**config.mk**
```make
export PLATFORM = sky130hd
export DESIGN_NAME = multipath_send_path_selector
export DESIGN_NICKNAME = d
export VERILOG_FILES = /design/src/sv/msps_pkg.sv /design/src/sv/msps_front.sv /design/src/sv/msps_queue.sv /design/src/sv/msps_back.sv /design/src/sv/multipath_send_path_selector.sv
export SDC_FILE = /design/constraint.sdc
export NUM_CORES = 1
export LEC_CHECK = 0
export BUFFER_PORTS_ARGS = -buffer_cell sky130_fd_sc_hd__clkbuf_2
export CORE_MARGIN = 10
export CORE_UTILIZATION = 56
export DETAILED_ROUTE_END_ITERATION = 10
export PLACE_DENSITY = 0.95
export SYNTH_ARGS = -nofsm -noshare
export SYNTH_HDL_FRONTEND = slang
export SYNTH_SLANG_ARGS = --single-unit
export TNS_END_PERCENT = 50
```
**constraint.sdc**
```tcl
create_clock -name clk_i -period 6.1 [get_ports clk_i]
set_clock_uncertainty 0.05 [all_clocks]
set_input_delay 1.525 -clock clk_i [delete_from_list [all_inputs] [get_ports clk_i]]
set_output_delay 1.525 -clock clk_i [all_outputs]
set_load 0.01 [all_outputs]
```
**src/sv/msps_pkg.sv**
```systemverilog
`timescale 1ns / 1ps
package msps_pkg;

  // path count and derived widths
  localparam int MAX_PATHS = 8;
  localparam int IDX_W     = 8;
  localparam int RSN_W     = 3;
  localparam int LIMIT_W   = 8;

  localparam logic [IDX_W-1:0] MAX_PATHS_IDX = IDX_W'(MAX_PATHS);
  localparam logic [IDX_W-1:0] IDX_ONE       = IDX_W'(1);
  localparam logic [IDX_W-1:0] CONTROL_INDEX = IDX_W'(255);

  // reset value of the repeat limit register
  localparam logic [LIMIT_W-1:0] REPEAT_LIMIT_RESET = LIMIT_W'(3);

  // reason codes
  localparam logic [RSN_W-1:0] RSN_NONE      = 3'd0;
  localparam logic [RSN_W-1:0] RSN_CHALLENGE = 3'd1;
  localparam logic [RSN_W-1:0] RSN_RESPONSE  = 3'd2;
  localparam logic [RSN_W-1:0] RSN_AVOID     = 3'd3;
  localparam logic [RSN_W-1:0] RSN_PONG      = 3'd4;
  localparam logic [RSN_W-1:0] RSN_MTU       = 3'd5;
  localparam logic [RSN_W-1:0] RSN_PRIORITY  = 3'd6;

  // queue between front and back
  localparam int QUEUE_DEPTH = 2;
  localparam int QPTR_W      = $clog2(QUEUE_DEPTH);
  localparam int QCNT_W      = $clog2(QUEUE_DEPTH + 1);
  localparam logic [QPTR_W-1:0] QPTR_ONE   = QPTR_W'(1);
  localparam logic [QCNT_W-1:0] QCNT_ONE   = QCNT_W'(1);
  localparam logic [QCNT_W-1:0] QCNT_FULL  = QCNT_W'(QUEUE_DEPTH);

  // one path status
  typedef struct packed {
    logic        active;
    logic        challenge_verified;
    logic [63:0] challenge_sent_time;
    logic [31:0] retransmit_timeout;
    logic [7:0]  challenge_repeats;
    logic        response_pending;
    logic [31:0] window_bytes;
    logic [31:0] inflight_bytes;
    logic        ping_pending;
    logic        mtu_probe_due;
    logic [63:0] now_time;
    logic        last_path;
  } msps_in_t;

  // decision result
  typedef struct packed {
    logic [IDX_W-1:0] selected_index;
    logic [RSN_W-1:0] reason_code;
  } msps_out_t;

  // classified path, front to back
  typedef struct packed {
    logic [IDX_W-1:0] idx;
    logic             judge;
    logic             challenge;
    logic             response;
    logic             verified;
    logic             uncongested;
    logic             ping;
    logic             mtu;
    logic             last;
  } msps_cls_t;

endpackage

```
**src/sv/msps_front.sv**
```systemverilog
`timescale 1ns / 1ps
module msps_front (
  input  logic                            clk_i,
  input  logic                            rst_ni,
  input  logic                            in_valid_i,
  output logic                            in_ready_o,
  input  msps_pkg::msps_in_t              in_data_i,
  input  logic [msps_pkg::LIMIT_W-1:0]    repeat_limit_i,
  input  logic                            q_full_i,
  output logic                            q_push_o,
  output msps_pkg::msps_cls_t             q_data_o
);

  logic [msps_pkg::IDX_W-1:0] position_q, position_d;
  logic                       in_range;
  logic [64:0]                timer_sum;
  logic                       expired;
  logic                       in_acc;

  assign in_ready_o = !q_full_i;
  assign in_acc     = in_valid_i && in_ready_o;
  assign q_push_o   = in_acc;

  // challenge timer, 65-bit sum so it never wraps
  assign timer_sum = {1'b0, in_data_i.challenge_sent_time}
                   + {33'b0, in_data_i.retransmit_timeout};
  assign expired   = timer_sum < {1'b0, in_data_i.now_time};
  assign in_range  = position_q < msps_pkg::MAX_PATHS_IDX;

  // classify the path
  always_comb begin
    q_data_o.idx         = position_q;
    q_data_o.judge       = in_data_i.active && in_range;
    q_data_o.challenge   = !in_data_i.challenge_verified && expired
                         && (in_data_i.challenge_repeats < repeat_limit_i);
    q_data_o.response    = in_data_i.response_pending;
    q_data_o.verified    = in_data_i.challenge_verified;
    q_data_o.uncongested = in_data_i.window_bytes > in_data_i.inflight_bytes;
    q_data_o.ping        = in_data_i.ping_pending;
    q_data_o.mtu         = in_data_i.mtu_probe_due;
    q_data_o.last        = in_data_i.last_path;
  end

  // path position within the decision
  always_comb begin
    position_d = position_q;
    if (in_acc) begin
      if (in_data_i.last_path) begin
        position_d = '0;
      end else if (in_range) begin
        position_d = position_q + msps_pkg::IDX_ONE;
      end
    end
  end

  always_ff @(posedge clk_i or negedge rst_ni) begin
    if (!rst_ni) begin
      position_q <= '0;
    end else begin
      position_q <= position_d;
    end
  end

endmodule

```
**src/sv/msps_queue.sv**
```systemverilog
`timescale 1ns / 1ps
module msps_queue (
  input  logic                clk_i,
  input  logic                rst_ni,
  input  logic                push_i,
  input  msps_pkg::msps_cls_t push_data_i,
  output logic                full_o,
  input  logic                pop_i,
  output logic                empty_o,
  output msps_pkg::msps_cls_t pop_data_o
);

  msps_pkg::msps_cls_t             mem_q [msps_pkg::QUEUE_DEPTH];
  logic [msps_pkg::QPTR_W-1:0]     wr_ptr_q, wr_ptr_d;
  logic [msps_pkg::QPTR_W-1:0]     rd_ptr_q, rd_ptr_d;
  logic [msps_pkg::QCNT_W-1:0]     count_q, count_d;

  assign full_o     = count_q == msps_pkg::QCNT_FULL;
  assign empty_o    = count_q == '0;
  assign pop_data_o = mem_q[rd_ptr_q];

  // pointer and fill count update
  always_comb begin
    wr_ptr_d = wr_ptr_q;
    rd_ptr_d = rd_ptr_q;
    count_d  = count_q;
    if (push_i) begin
      wr_ptr_d = wr_ptr_q + msps_pkg::QPTR_ONE;
    end
    if (pop_i) begin
      rd_ptr_d = rd_ptr_q + msps_pkg::QPTR_ONE;
    end
    if (push_i && !pop_i) begin
      count_d = count_q + msps_pkg::QCNT_ONE;
    end else if (pop_i && !push_i) begin
      count_d = count_q - msps_pkg::QCNT_ONE;
    end
  end

  always_ff @(posedge clk_i or negedge rst_ni) begin
    if (!rst_ni) begin
      wr_ptr_q <= '0;
      rd_ptr_q <= '0;
      count_q  <= '0;
    end else begin
      wr_ptr_q <= wr_ptr_d;
      rd_ptr_q <= rd_ptr_d;
      count_q  <= count_d;
    end
  end

  // entry storage
  always_ff @(posedge clk_i) begin
    if (push_i) begin
      mem_q[wr_ptr_q] <= push_data_i;
    end
  end

endmodule

```
**src/sv/msps_back.sv**
```systemverilog
`timescale 1ns / 1ps
module msps_back (
  input  logic                clk_i,
  input  logic                rst_ni,
  input  logic                q_empty_i,
  input  msps_pkg::msps_cls_t q_data_i,
  output logic                q_pop_o,
  output logic                out_valid_o,
  input  logic                out_ready_i,
  output msps_pkg::msps_out_t out_data_o
);

  logic                         decided_q, decided_d;
  logic [msps_pkg::IDX_W-1:0]   chosen_index_q, chosen_index_d;
  logic [msps_pkg::RSN_W-1:0]   chosen_reason_q, chosen_reason_d;
  logic                         out_valid_q, out_valid_d;
  msps_pkg::msps_out_t          out_q, out_d;
  logic                         out_free;

  // a closing record needs a free output register
  assign out_free    = !out_valid_q || out_ready_i;
  assign q_pop_o     = !q_empty_i && (!q_data_i.last || out_free);
  assign out_valid_o = out_valid_q;
  assign out_data_o  = out_q;

  // decision update for one popped record
  always_comb begin
    decided_d       = decided_q;
    chosen_index_d  = chosen_index_q;
    chosen_reason_d = chosen_reason_q;
    out_valid_d     = out_valid_q && !out_ready_i;
    out_d           = out_q;
    if (q_pop_o) begin
      if (q_data_i.judge && !decided_q) begin
        if (q_data_i.challenge) begin
          decided_d       = 1'b1;
          chosen_index_d  = q_data_i.idx;
          chosen_reason_d = msps_pkg::RSN_CHALLENGE;
        end else if (q_data_i.response) begin
          decided_d       = 1'b1;
          chosen_index_d  = q_data_i.idx;
          chosen_reason_d = msps_pkg::RSN_RESPONSE;
        end else begin
          // remember the first verified path as fallback
          if (q_data_i.verified && (chosen_reason_q == msps_pkg::RSN_NONE)) begin
            chosen_index_d  = q_data_i.idx;
            chosen_reason_d = msps_pkg::RSN_AVOID;
          end
          if (q_data_i.uncongested) begin
            if (q_data_i.ping) begin
              decided_d       = 1'b1;
              chosen_index_d  = q_data_i.idx;
              chosen_reason_d = msps_pkg::RSN_PONG;
            end else if (q_data_i.mtu) begin
              decided_d       = 1'b1;
              chosen_index_d  = q_data_i.idx;
              chosen_reason_d = msps_pkg::RSN_MTU;
            end else if (q_data_i.verified) begin
              decided_d       = 1'b1;
              chosen_index_d  = q_data_i.idx;
              chosen_reason_d = msps_pkg::RSN_PRIORITY;
            end
          end
        end
      end
      // close the decision and start over
      if (q_data_i.last) begin
        out_valid_d          = 1'b1;
        out_d.selected_index = chosen_index_d;
        out_d.reason_code    = chosen_reason_d;
        decided_d            = 1'b0;
        chosen_index_d       = msps_pkg::CONTROL_INDEX;
        chosen_reason_d      = msps_pkg::RSN_NONE;
      end
    end
  end

  always_ff @(posedge clk_i or negedge rst_ni) begin
    if (!rst_ni) begin
      decided_q       <= 1'b0;
      chosen_index_q  <= msps_pkg::CONTROL_INDEX;
      chosen_reason_q <= msps_pkg::RSN_NONE;
      out_valid_q     <= 1'b0;
    end else begin
      decided_q       <= decided_d;
      chosen_index_q  <= chosen_index_d;
      chosen_reason_q <= chosen_reason_d;
      out_valid_q     <= out_valid_d;
    end
  end

  // result payload
  always_ff @(posedge clk_i) begin
    out_q <= out_d;
  end

  // a closing record always clears the decision
  a_close_clears: assert property (@(posedge clk_i) disable iff (!rst_ni)
    q_pop_o && q_data_i.last |=> !decided_q && (chosen_reason_q == msps_pkg::RSN_NONE))
    else $error("decision not cleared after closing record");

  // a won decision carries a winning reason
  a_decided_reason: assert property (@(posedge clk_i) disable iff (!rst_ni)
    decided_q |-> (chosen_reason_q != msps_pkg::RSN_NONE)
               && (chosen_reason_q != msps_pkg::RSN_AVOID))
    else $error("decided without a winning reason");

  // no reason means the control path
  a_none_control: assert property (@(posedge clk_i) disable iff (!rst_ni)
    (chosen_reason_q == msps_pkg::RSN_NONE) |-> (chosen_index_q == msps_pkg::CONTROL_INDEX))
    else $error("path chosen without reason");

  // a stalled result is never overwritten
  a_no_overwrite: assert property (@(posedge clk_i) disable iff (!rst_ni)
    out_valid_q && !out_ready_i |-> !(q_pop_o && q_data_i.last))
    else $error("closing record popped over a stalled result");

endmodule

```
**src/sv/multipath_send_path_selector.sv**
```systemverilog
`timescale 1ns / 1ps
// Multipath send path selector: path status items stream in one per cycle unless
// the queue is full; the item flagged last_path closes a decision and yields one
// result (selected_index, 255 for the control path, and reason_code). The front
// end classifies each path in the cycle it is accepted (timer sum and compare,
// congestion compare), a two-entry queue decouples it from the back end, which
// updates the decision one record per cycle unless a closing record waits on a
// busy output register; without stalls the sustained rate is one item per cycle.
// The result goes to an output register once the closing item leaves the queue,
// so a new decision streams in while it waits. The cfg write port (repeat limit)
// is always ready and must only be written while no decision is in progress.
module multipath_send_path_selector (
  input  logic                         clk_i,
  input  logic                         rst_ni,
  input  logic                         cfg_valid_i,
  output logic                         cfg_ready_o,
  input  logic [msps_pkg::LIMIT_W-1:0] cfg_data_i,
  input  logic                         in_valid_i,
  output logic                         in_ready_o,
  input  msps_pkg::msps_in_t           in_data_i,
  output logic                         out_valid_o,
  input  logic                         out_ready_i,
  output msps_pkg::msps_out_t          out_data_o
);

  logic [msps_pkg::LIMIT_W-1:0] repeat_limit_q;
  logic                         q_full;
  logic                         q_empty;
  logic                         q_push;
  logic                         q_pop;
  msps_pkg::msps_cls_t          q_wdata;
  msps_pkg::msps_cls_t          q_rdata;

  // repeat limit register
  assign cfg_ready_o = 1'b1;

  always_ff @(posedge clk_i or negedge rst_ni) begin
    if (!rst_ni) begin
      repeat_limit_q <= msps_pkg::REPEAT_LIMIT_RESET;
    end else if (cfg_valid_i && cfg_ready_o) begin
      repeat_limit_q <= cfg_data_i;
    end
  end

  msps_front u_front (
    .clk_i          (clk_i),
    .rst_ni         (rst_ni),
    .in_valid_i     (in_valid_i),
    .in_ready_o     (in_ready_o),
    .in_data_i      (in_data_i),
    .repeat_limit_i (repeat_limit_q),
    .q_full_i       (q_full),
    .q_push_o       (q_push),
    .q_data_o       (q_wdata)
  );

  msps_queue u_queue (
    .clk_i       (clk_i),
    .rst_ni      (rst_ni),
    .push_i      (q_push),
    .push_data_i (q_wdata),
    .full_o      (q_full),
    .pop_i       (q_pop),
    .empty_o     (q_empty),
    .pop_data_o  (q_rdata)
  );

  msps_back u_back (
    .clk_i       (clk_i),
    .rst_ni      (rst_ni),
    .q_empty_i   (q_empty),
    .q_data_i    (q_rdata),
    .q_pop_o     (q_pop),
    .out_valid_o (out_valid_o),
    .out_ready_i (out_ready_i),
    .out_data_o  (out_data_o)
  );

endmodule
```
==> impl_metrics.prom, run 1 <==
# TYPE chip_impl_metric gauge
chip_impl_metric{name="tns",unit="ns"} 0
chip_impl_info{name="run_status",value="completed"} 1
chip_impl_metric{name="setup-violations-final",unit=""} 0
chip_impl_metric{name="met1_length",unit="µm"} 9260
chip_impl_info{name="ctsRootBufferMaster",value="clkbuf_16"} 1
chip_impl_metric{name="crit_required",unit="ns"} 6.21
chip_impl_info{name="timing_worst_setup_path_type",value="in -> reg"} 1
chip_impl_metric{name="grt_antenna_before_repair",unit=""} 3
chip_impl_metric{name="cts-buffers-inserted",unit=""} 9
chip_impl_metric{name="post_drt_wl_per_cell",unit="µm"} 17.7
chip_impl_metric{name="viasPerCell",unit=""} 5.76
chip_impl_metric{name="finalWirelength",unit="µm"} 24200
chip_impl_info{name="cp_slowest_cell",value="fa_1"} 1
chip_impl_metric{name="dr_wl_met2",unit="µm"} 12300
chip_impl_metric{name="layout_min_cycle_time",unit="ns"} 5.57
chip_impl_metric{name="grt_first_pass_wirelength",unit="µm"} 39400
chip_impl_metric{name="ys_seq_area_share",unit="%"} 26.9
chip_impl_metric{name="remaining_max_slew_budget_at_the_tightest_pin",unit="%"} 39.7
chip_impl_metric{name="timing.final.max_slew_violations",unit=""} 0
chip_impl_metric{name="dp_hpwl",unit="µm"} 20400
chip_impl_metric{name="gpl.final_weighted_congestion",unit=""} 0.985
chip_impl_metric{name="initial_utilization",unit="%"} 57.0
chip_impl_metric{name="clock-sinks",unit=""} 76
chip_impl_metric{name="first_iter_violations",unit=""} 496
chip_impl_metric{name="core-area",unit="µm²"} 13900
chip_impl_metric{name="ctsHtreeMaxLevel",unit=""} 3
chip_impl_metric{name="global_router_s_overall_resource_usage",unit="%"} 24.1
chip_impl_metric{name="die-height",unit="µm"} 139
chip_impl_metric{name="synth-edff-count",unit=""} 43
chip_impl_metric{name="synthesis.area_per_instance",unit="µm²"} 8.58
chip_impl_metric{name="cp_max_fo",unit=""} 17
chip_impl_info{name="sequence_of_cells_on_the_critical_path",value="clkbuf_2, ha_1, fa_1, a211oi_1, nor2_1, o32ai_2, a2111oi_4, nor3_2, a21o_1, buf_4, nor3_2, xnor2_1, ha_1, a21o_1, a21o_1, a211oi_1, nand3_1, nor3_1, a21oi_1, nor3_1"} 1
chip_impl_metric{name="cts-resized-gates",unit=""} 0
chip_impl_info{name="rsz0062_at_grt",value="false"} 1
chip_impl_metric{name="clock_tree.buffer_depth",unit=""} 2
chip_impl_metric{name="ir_drop",unit="mV"} 0.196
chip_impl_metric{name="reg2reg_setup_slack",unit="ns"} 3.03
chip_impl_info{name="worstHoldPathType",value="reg -> reg"} 1
chip_impl_metric{name="num_vias",unit=""} 7895
chip_impl_metric{name="filler_cells",unit=""} 1074
chip_impl_metric{name="final_hold_viol_count",unit=""} 0
chip_impl_info{name="cpMostUsedCell",value="a21o_1"} 1
chip_impl_metric{name="post-route-period-util",unit="%"} 91.3
chip_impl_metric{name="met3RoutedLength",unit="µm"} 1800
chip_impl_metric{name="via_count_of_the_first_global_routing_pass",unit=""} 8427
chip_impl_metric{name="yosys_warnings",unit=""} 0
chip_impl_info{name="synth.cells.most_frequent",value="ha_1 (136), inv_1 (128), a21oi_1 (82)"} 1
chip_impl_metric{name="area.growth.synth_to_final",unit="%"} 22.7
chip_impl_metric{name="fmax",unit="MHz"} 180
chip_impl_metric{name="final_layout_size_suffix_gt1_share",unit="%"} 26.9
chip_impl_metric{name="fp-row-count",unit=""} 43
chip_impl_metric{name="syn_area",unit="µm²"} 7920
chip_impl_metric{name="globalRoute.totalOverflow",unit=""} 0
chip_impl_metric{name="die_w",unit="µm"} 139
chip_impl_metric{name="netlist-cell-type-count",unit=""} 64
chip_impl_info{name="tritoncts",value="done"} 1
chip_impl_metric{name="postRouteAntennaNets",unit=""} 0
chip_impl_metric{name="power_per_cell_area",unit="nW/µm²"} 254
chip_impl_info{name="synth-main-ff-cell",value="edfxtp_1"} 1
chip_impl_metric{name="critical_path_arrival",unit="ns"} 5.67
chip_impl_metric{name="power_leakage",unit="nW"} 5.14
chip_impl_metric{name="top_level_ports",unit=""} 265
chip_impl_info{name="worst_setup_path_end_kind",value="flop"} 1
chip_impl_metric{name="total_power",unit="W"} 0.00246
chip_impl_metric{name="clkLatencyLatePin",unit="ns"} 0.33
chip_impl_info{name="synth_area_leader_cell",value="ha_1"} 1
chip_impl_metric{name="cts_setup_buffers",unit=""} 0
chip_impl_metric{name="postSynthNetCount",unit=""} 1310
chip_impl_info{name="post_synth_main_area_contributors",value="ha_1 (21%), edfxtp_1 (16%), dfrtp_1 (7.3%)"} 1
chip_impl_metric{name="ff_latch_area",unit="µm²"} 2130
chip_impl_metric{name="largest_net_degree_at_the_start_of_global_routing",unit=""} 34
chip_impl_metric{name="cts-hold-fix-buffers",unit=""} 0
chip_impl_metric{name="multi_input_comb_area",unit="µm²"} 5200
chip_impl_metric{name="cap_violations",unit=""} 0
chip_impl_metric{name="drt_pass1_iterations",unit=""} 5
chip_impl_metric{name="die_ar",unit="µm²"} 19300
chip_impl_metric{name="cp_slowest_stage_delay",unit="ns"} 0.44
chip_impl_metric{name="place.port_buffers",unit=""} 263
chip_impl_info{name="synth_most_common_cell",value="ha_1"} 1
chip_impl_metric{name="asyncSetResetFlopFracSynth",unit="%"} 43.4
chip_impl_metric{name="final_net_count",unit=""} 1572
chip_impl_metric{name="synth_seq_cells",unit=""} 76
chip_impl_info{name="top_signal_layer_used",value="met5"} 1
chip_impl_metric{name="worst_slew_pin_slew",unit="ns"} 0.901
chip_impl_info{name="worstSetupStartpointType",value="primary input"} 1
chip_impl_metric{name="drc",unit=""} 0
chip_impl_metric{name="netlist_instances",unit=""} 922
chip_impl_metric{name="cts.reportedPaths.clkPinSlew",unit="ns"} 0.06
chip_impl_metric{name="synthDominantCellAreaShare",unit="%"} 21.5
[state kept, by name, indices dropped and copies added, names as in the netlist]
| signal | count |
|---|---|
| repeat_limit_q | 8 |
| u_back.chosen_index_q | 8 |
| u_back.chosen_reason_q | 3 |
| u_back.decided_q | 1 |
| u_back.out_data_o | 11 |
| u_back.out_valid_o | 1 |
| u_front.position_q | 8 |
| u_queue.count_q | 2 |
| u_queue.mem_q | 32 |
| u_queue.rd_ptr_q | 1 |
| u_queue.wr_ptr_q | 1 |
[per-stage QoR]
step / cells / hold WS, ns / setup slack, ns / util (%) / area [µm²]
2_1_floorplan: 922 / 0.407 / 0.639 / - / 7920
3_3_place_gp: 1353 / 0.416 / 0.390 / 67.8 / 9410
3_5_place_dp: 1353 / 0.434 / 0.263 / 67.8 / 9410
4_1_cts: 1369 / 0.449 / 0.584 / 69.9 / 9710
5_1_grt: 1371 / 0.467 / 0.0642 / 70.0 / 9710
6_report: 1371 / 0.451 / 0.533 / 70.0 / 9710
[kinds of logic (layout without fill, tap and decap cells)]
| logic type | count (synthesis) | count (layout) | share of synthesized area (%) |
|---|---|---|---|
| flops | 76 | 76 | 26.9 |
| compound gates | 219 | 219 | 17.3 |
| xor+xnor | 68 | 68 | 7.52 |
| other cells | 1 | 3 | 0.0474 |
| simple gates | 249 | 249 | 15.8 |
| buf+inv | 148 | 415 | 7.38 |
| mux | 24 | 24 | 3.24 |
| fa+ha+maj | 137 | 137 | 21.8 |
[per-layer routing]
layer | global-route usage [%] | vias to the layer above
li1 | - | 3801
met1 | 26.0 | 3652
met2 | 43.9 | 371
met3 | 5.58 | 69
met4 | 10.0 | 2
met5 | 0 | -
[critical path: cells and delay by family]
| family | cells | cell delay, ns |
|---|---|---|
| adders and majority gates | 3 | 0.97 |
| xor gates and xnor gates | 1 | 0.14 |
| buffers and inverters | 2 | 0.33 |
| and+or+nand+nor | 6 | 0.97 |
| AOI/OAI and AO/OA | 8 | 1.74 |
[cell usage in the layout, fill, tap and decap left out, drive strengths merged, types with 3 or more instances in the layout]
| cell type | instances |
|---|---|
| nor2b | 10 |
| and3 | 18 |
| dfstp | 10 |
| xor2 | 29 |
| nor3 | 20 |
| nand4 | 31 |
| dfrtp | 23 |
| ha | 136 |
| mux2i | 11 |
| and4 | 3 |
| clkbuf | 272 |
| buf | 7 |
| a31oi | 6 |
| o211ai | 9 |
| a21oi | 82 |
| edfxtp | 43 |
| nand2b | 5 |
| clkinvlp | 3 |
| o21ai | 46 |
| inv | 130 |
| nand2 | 64 |
| a211oi | 9 |
| nor4 | 4 |
| nor2 | 66 |
| xnor2 | 39 |
| and2 | 5 |
| a22o | 3 |
| a21o | 35 |
| mux2 | 13 |
| nand3 | 18 |
| o21a | 6 |
[worst paths after layout]
check	from	to	cells past startpoint
max	in_data_i[140]	u_queue.mem_q[0][6]	20
min	u_front.position_q[7]	u_queue.mem_q[0][15]	0
max reg2reg	u_queue.rd_ptr_q	u_back.out_data_o[2]	5
min reg2reg	u_front.position_q[7]	u_queue.mem_q[0][15]	0
max in group asynchronous	rst_ni	u_front.position_q[7]	1
min in group asynchronous	rst_ni	u_queue.count_q[1]	1
[power by group]
| group | switching [W] | leakage (nW) | internal [W] |
|---|---|---|---|
| logic | 0.000647 | 4.19 | 0.000470 |
| clock network | 0.000209 | 0.138 | 0.000318 |
| registers | 0.0000771 | 0.809 | 0.000743 |
[area by class of cell]
type	count	area share, %
Multi-Input combinational cell	698	53.5
Timing Repair Buffer	270	14.1
Inverter	129	4.98
Antenna cell	2	0.0515
Clock buffer	9	2.32
Clock inverter	7	0.773
Tap cell	180	2.32
Sequential cell	76	21.9
(Power assumes the default switching activity.)
==> run 2: changes to the inputs <==
--- a/config.mk
+++ b/config.mk
@@ -7,10 +7,11 @@
 export LEC_CHECK = 0
 export BUFFER_PORTS_ARGS = -buffer_cell sky130_fd_sc_hd__clkbuf_2
 export CORE_MARGIN = 10
-export CORE_UTILIZATION = 56
+export CORE_UTILIZATION = 57
 export DETAILED_ROUTE_END_ITERATION = 10
 export PLACE_DENSITY = 0.95
 export SYNTH_ARGS = -nofsm -noshare
 export SYNTH_HDL_FRONTEND = slang
+export SYNTH_HIERARCHICAL = 1
 export SYNTH_SLANG_ARGS = --single-unit
 export TNS_END_PERCENT = 50
==> impl_metrics.prom, run 2 <==
# TYPE chip_impl_metric gauge
chip_impl_metric{name="remaining_max_slew_budget_at_the_tightest_pin",unit="%"} 40.6
chip_impl_metric{name="cts-resized-gates",unit=""} 0
chip_impl_info{name="rsz0062_at_grt",value="false"} 1
chip_impl_metric{name="place.port_buffers",unit=""} 263
chip_impl_metric{name="cp_slowest_stage_delay",unit="ns"} 0.43
chip_impl_metric{name="yosys_warnings",unit=""} 6
chip_impl_metric{name="first_iter_violations",unit=""} 496
chip_impl_metric{name="netlist_instances",unit=""} 939
chip_impl_info{name="critical_path.reg2reg.endpoint",value="u_back/out_data_o[10]"} 1
chip_impl_info{name="worst_setup_path_end_kind",value="flop"} 1
chip_impl_metric{name="clkLatencyLatePin",unit="ns"} 0.33
chip_impl_metric{name="simple_gate_area_share_of_the_yosys_netlist",unit="%"} 13.2
chip_impl_info{name="layout_common_cells",value="clkbuf_2 (263), ha_1 (136), inv_1 (124)"} 1
chip_impl_metric{name="drt_pass1_iterations",unit=""} 5
chip_impl_metric{name="timing.final.max_slew_violations",unit=""} 0
chip_impl_info{name="synth_area_leader_cell",value="ha_1"} 1
chip_impl_metric{name="power.share.sequential",unit="%"} 33.2
chip_impl_metric{name="clock_tree.buffer_depth",unit=""} 2
chip_impl_metric{name="power_per_cell_area",unit="nW/µm²"} 251
chip_impl_metric{name="gpl.final_weighted_congestion",unit=""} 0.976
chip_impl_metric{name="cts-hold-fix-buffers",unit=""} 0
chip_impl_info{name="ctsRootBufferMaster",value="clkbuf_16"} 1
chip_impl_metric{name="global_router_s_overall_resource_usage",unit="%"} 23.5
chip_impl_info{name="synth-main-ff-cell",value="edfxtp_1"} 1
chip_impl_metric{name="finalWirelength",unit="µm"} 24400
chip_impl_metric{name="met1_usage",unit="%"} 27.4
chip_impl_info{name="worst_r2r_startpoint",value="u_queue/rd_ptr_q"} 1
chip_impl_metric{name="die_ar",unit="µm²"} 20000
chip_impl_metric{name="core-area",unit="µm²"} 14500
chip_impl_info{name="holdCritStartpoint",value="u_front/position_q[7]"} 1
chip_impl_info{name="cpMostUsedCell",value="a21oi_1"} 1
chip_impl_metric{name="compound_gate_portion_of_the_synthesized_area",unit="%"} 21.4
chip_impl_metric{name="layout_min_cycle_time",unit="ns"} 5.76
chip_impl_metric{name="final_cell_count_no_fill",unit=""} 1389
chip_impl_info{name="layout.cells.most_common",value="clkbuf_2"} 1
chip_impl_metric{name="initial_utilization",unit="%"} 58.0
chip_impl_metric{name="timing.reg2reg.worst_path_depth",unit=""} 5
chip_impl_info{name="run_status",value="completed"} 1
chip_impl_metric{name="die-height",unit="µm"} 141
chip_impl_metric{name="final_net_count",unit=""} 1588
chip_impl_metric{name="power.net_switching",unit="W"} 0.000965
chip_impl_metric{name="netlist-cell-type-count",unit=""} 72
chip_impl_metric{name="post-place-cells",unit=""} 1373
chip_impl_metric{name="post_synthesis_xor_xnor_area_fraction",unit="%"} 6.98
chip_impl_metric{name="min_delay_path_depth",unit=""} 0
chip_impl_metric{name="met3_track_demand_over_resource",unit="%"} 5.27
chip_impl_info{name="worstSetupStartpointType",value="primary input"} 1
chip_impl_metric{name="cp_max_fo",unit=""} 6
chip_impl_metric{name="synth.area.mux_share",unit="%"} 5.05
chip_impl_info{name="main_combinational_cell_family_by_area_after_synthesis",value="compound AO/OA/AOI/OAI gates"} 1
chip_impl_metric{name="power_leakage",unit="nW"} 5.31
chip_impl_metric{name="grt_first_pass_wirelength",unit="µm"} 39500
chip_impl_metric{name="globalRoute.totalOverflow",unit=""} 0
chip_impl_info{name="post_synth_main_area_contributors",value="ha_1 (20%), edfxtp_1 (15%), dfrtp_1 (6.8%)"} 1
chip_impl_metric{name="reg2reg_setup_slack",unit="ns"} 3.21
chip_impl_metric{name="via_count_of_the_first_global_routing_pass",unit=""} 8453
chip_impl_metric{name="largest_register_ffs",unit=""} 32
chip_impl_metric{name="final_hold_viol_count",unit=""} 0
chip_impl_info{name="cp_slowest_cell",value="fa_1"} 1
chip_impl_info{name="synth.cells.most_frequent",value="ha_1 (136), inv_1 (124), a21oi_1 (76)"} 1
chip_impl_metric{name="yosys.area_share.adder",unit="%"} 20.5
chip_impl_metric{name="ir_drop",unit="mV"} 0.200
chip_impl_metric{name="tns",unit="ns"} 0
chip_impl_metric{name="holdWs",unit="ns"} 0.429
chip_impl_metric{name="viasPerCell",unit=""} 5.82
chip_impl_metric{name="cell_internal_pwr",unit="W"} 0.00159
chip_impl_metric{name="met2_track_demand_over_resource_in_global_routing",unit="%"} 40.9
chip_impl_metric{name="share_clk_of_total_power",unit="%"} 19.3
chip_impl_metric{name="final_layout_size_suffix_gt1_share",unit="%"} 29.2
chip_impl_metric{name="cts_setup_buffers",unit=""} 0
chip_impl_metric{name="dp_hpwl",unit="µm"} 20700
chip_impl_metric{name="post-route-period-util",unit="%"} 94.5
chip_impl_metric{name="cts-buffers-inserted",unit=""} 9
chip_impl_metric{name="ys_seq_area_share",unit="%"} 25.3
chip_impl_metric{name="setup-violations-final",unit=""} 0
chip_impl_metric{name="critical_path_arrival",unit="ns"} 5.84
chip_impl_metric{name="postRouteAntennaNets",unit=""} 0
chip_impl_metric{name="n_antenna_cell",unit=""} 0
chip_impl_metric{name="syn_area",unit="µm²"} 8400
chip_impl_metric{name="postPlaceCellArea",unit="µm²"} 9880
chip_impl_metric{name="synthDominantCellAreaShare",unit="%"} 20.2
chip_impl_metric{name="filler_cells",unit=""} 1087
chip_impl_metric{name="die_w",unit="µm"} 141
chip_impl_metric{name="synth-edff-count",unit=""} 43
chip_impl_info{name="synth_most_common_cell",value="ha_1"} 1
chip_impl_metric{name="cap_violations",unit=""} 0
chip_impl_metric{name="synthesis.area_per_instance",unit="µm²"} 8.95
chip_impl_metric{name="top_level_ports",unit=""} 265
chip_impl_metric{name="synth_seq_cells",unit=""} 76
chip_impl_metric{name="cts.reportedPaths.clkPinSlew",unit="ns"} 0.06
chip_impl_metric{name="grt_antenna_before_repair",unit=""} 1
chip_impl_metric{name="clock-sinks",unit=""} 76
chip_impl_metric{name="postSynthNetCount",unit=""} 1327
chip_impl_metric{name="worst_slew_pin_slew",unit="ns"} 0.891
chip_impl_metric{name="drc",unit=""} 0
chip_impl_metric{name="post_drt_wl_per_cell",unit="µm"} 17.5
chip_impl_info{name="sequence_of_cells_on_the_critical_path",value="clkbuf_2, ha_1, fa_1, a211oi_1, o21ai_0, o211ai_1, a211oi_1, o2111ai_1, buf_4, a21oi_1, xor2_1, ha_1, a21oi_1, o21ai_0, a221oi_1, o32ai_1, a2111oi_0, a21oi_1, a311oi_1"} 1
chip_impl_metric{name="ctsHtreeMaxLevel",unit=""} 3
chip_impl_metric{name="area.growth.synth_to_final",unit="%"} 20.9
chip_impl_metric{name="netSwitchingFraction",unit="%"} 37.8
chip_impl_metric{name="fp-row-count",unit=""} 44
chip_impl_info{name="timing.hold.worst_endpoint",value="u_queue/mem_q[0][15]"} 1
chip_impl_info{name="top_usage_layer",value="met2"} 1
chip_impl_metric{name="fmax",unit="MHz"} 173
chip_impl_metric{name="num_vias",unit=""} 8087
chip_impl_metric{name="final_core_util",unit="%"} 70.2
chip_impl_metric{name="asyncSetResetFlopFracSynth",unit="%"} 43.4
chip_impl_info{name="worstHoldPathType",value="reg -> reg"} 1
chip_impl_metric{name="final_area",unit="µm²"} 10200
chip_impl_metric{name="crit_required",unit="ns"} 6.18
chip_impl_info{name="tritoncts",value="done"} 1
chip_impl_metric{name="largest_net_degree_at_the_start_of_global_routing",unit=""} 34
chip_impl_info{name="timing_worst_setup_path_type",value="in -> reg"} 1
chip_impl_info{name="regMostFlops",value="u_queue/mem_q"} 1
chip_impl_metric{name="share_comb_of_total_power",unit="%"} 47.5
[run 2: logic make-up after synthesis]
group / count (synthesis)
AO/OA/AOI/OAI: 254
AND/OR/NAND/NOR: 223
buffers and inverters: 149
adder cells (fa/ha/maj): 137
flip-flops: 76
XOR/XNOR: 67
multiplexers: 32
other: 1
[run 2: stage by stage]
stage          total power, W  setup WS (ns)
2_1_floorplan         0.00170          0.348
3_3_place_gp          0.00197          0.204
3_5_place_dp          0.00204          0.129
4_1_cts               0.00256          0.459
5_1_grt               0.00273         0.0335
6_report              0.00255          0.336
[run 2: worst max path at each step]
stage / endpoint / slack (ns) / cells past startpoint / start
after floorplan: u_queue/mem_q[0][6] / 0.35 / 18 / in_data_i[140]
after global placement: u_queue/mem_q[0][6] / 0.20 / 19 / in_data_i[140]
after detailed placement: u_queue/mem_q[0][6] / 0.13 / 19 / in_data_i[140]
after CTS: u_queue/mem_q[0][6] / 0.46 / 19 / in_data_i[140]
after global routing: u_queue/mem_q[0][6] / 0.03 / 19 / in_data_i[140]
final: u_queue/mem_q[0][6] / 0.34 / 19 / in_data_i[140]
[run 2: worst max-delay path, delay by kind of cell]
family / cells / cell delay [ns]
buffers and inverters: 2 / 0.26
AO/OA/AOI/OAI: 13 / 2.91
adder cells (fa/ha/maj): 3 / 0.97
XOR/XNOR: 1 / 0.17
[run 2: layout make-up]
class / instances / area, µm² / share of cell area, %
multi-input cells: 714 / 5650 / 55.6
flip-flops and latches: 76 / 2130 / 21.0
repair buffers: 275 / 1410 / 13.8
inverters: 124 / 465 / 4.58
well taps: 184 / 230 / 2.27
clock buffers: 9 / 225 / 2.22
clock inverters: 7 / 58.8 / 0.579
[run 2: power groups by stage]
stage / registers [W] / clock network, W / logic, W
after floorplan: 0.000830 / 0 / 0.000873
after global placement: 0.000839 / 0 / 0.00113
after detailed placement: 0.000852 / 0 / 0.00118
after CTS: 0.000846 / 0.000505 / 0.00121
after global routing: 0.000862 / 0.000531 / 0.00134
final: 0.000847 / 0.000493 / 0.00121
[run 2: per-layer routing]
layer	wire, µm	vias up	share of wire [%]
li1	-	3928	-
met1	9440	3708	39
met2	12100	384	50
met3	1870	65	7.7
met4	889	2	3.7
met5	13	-	0.053
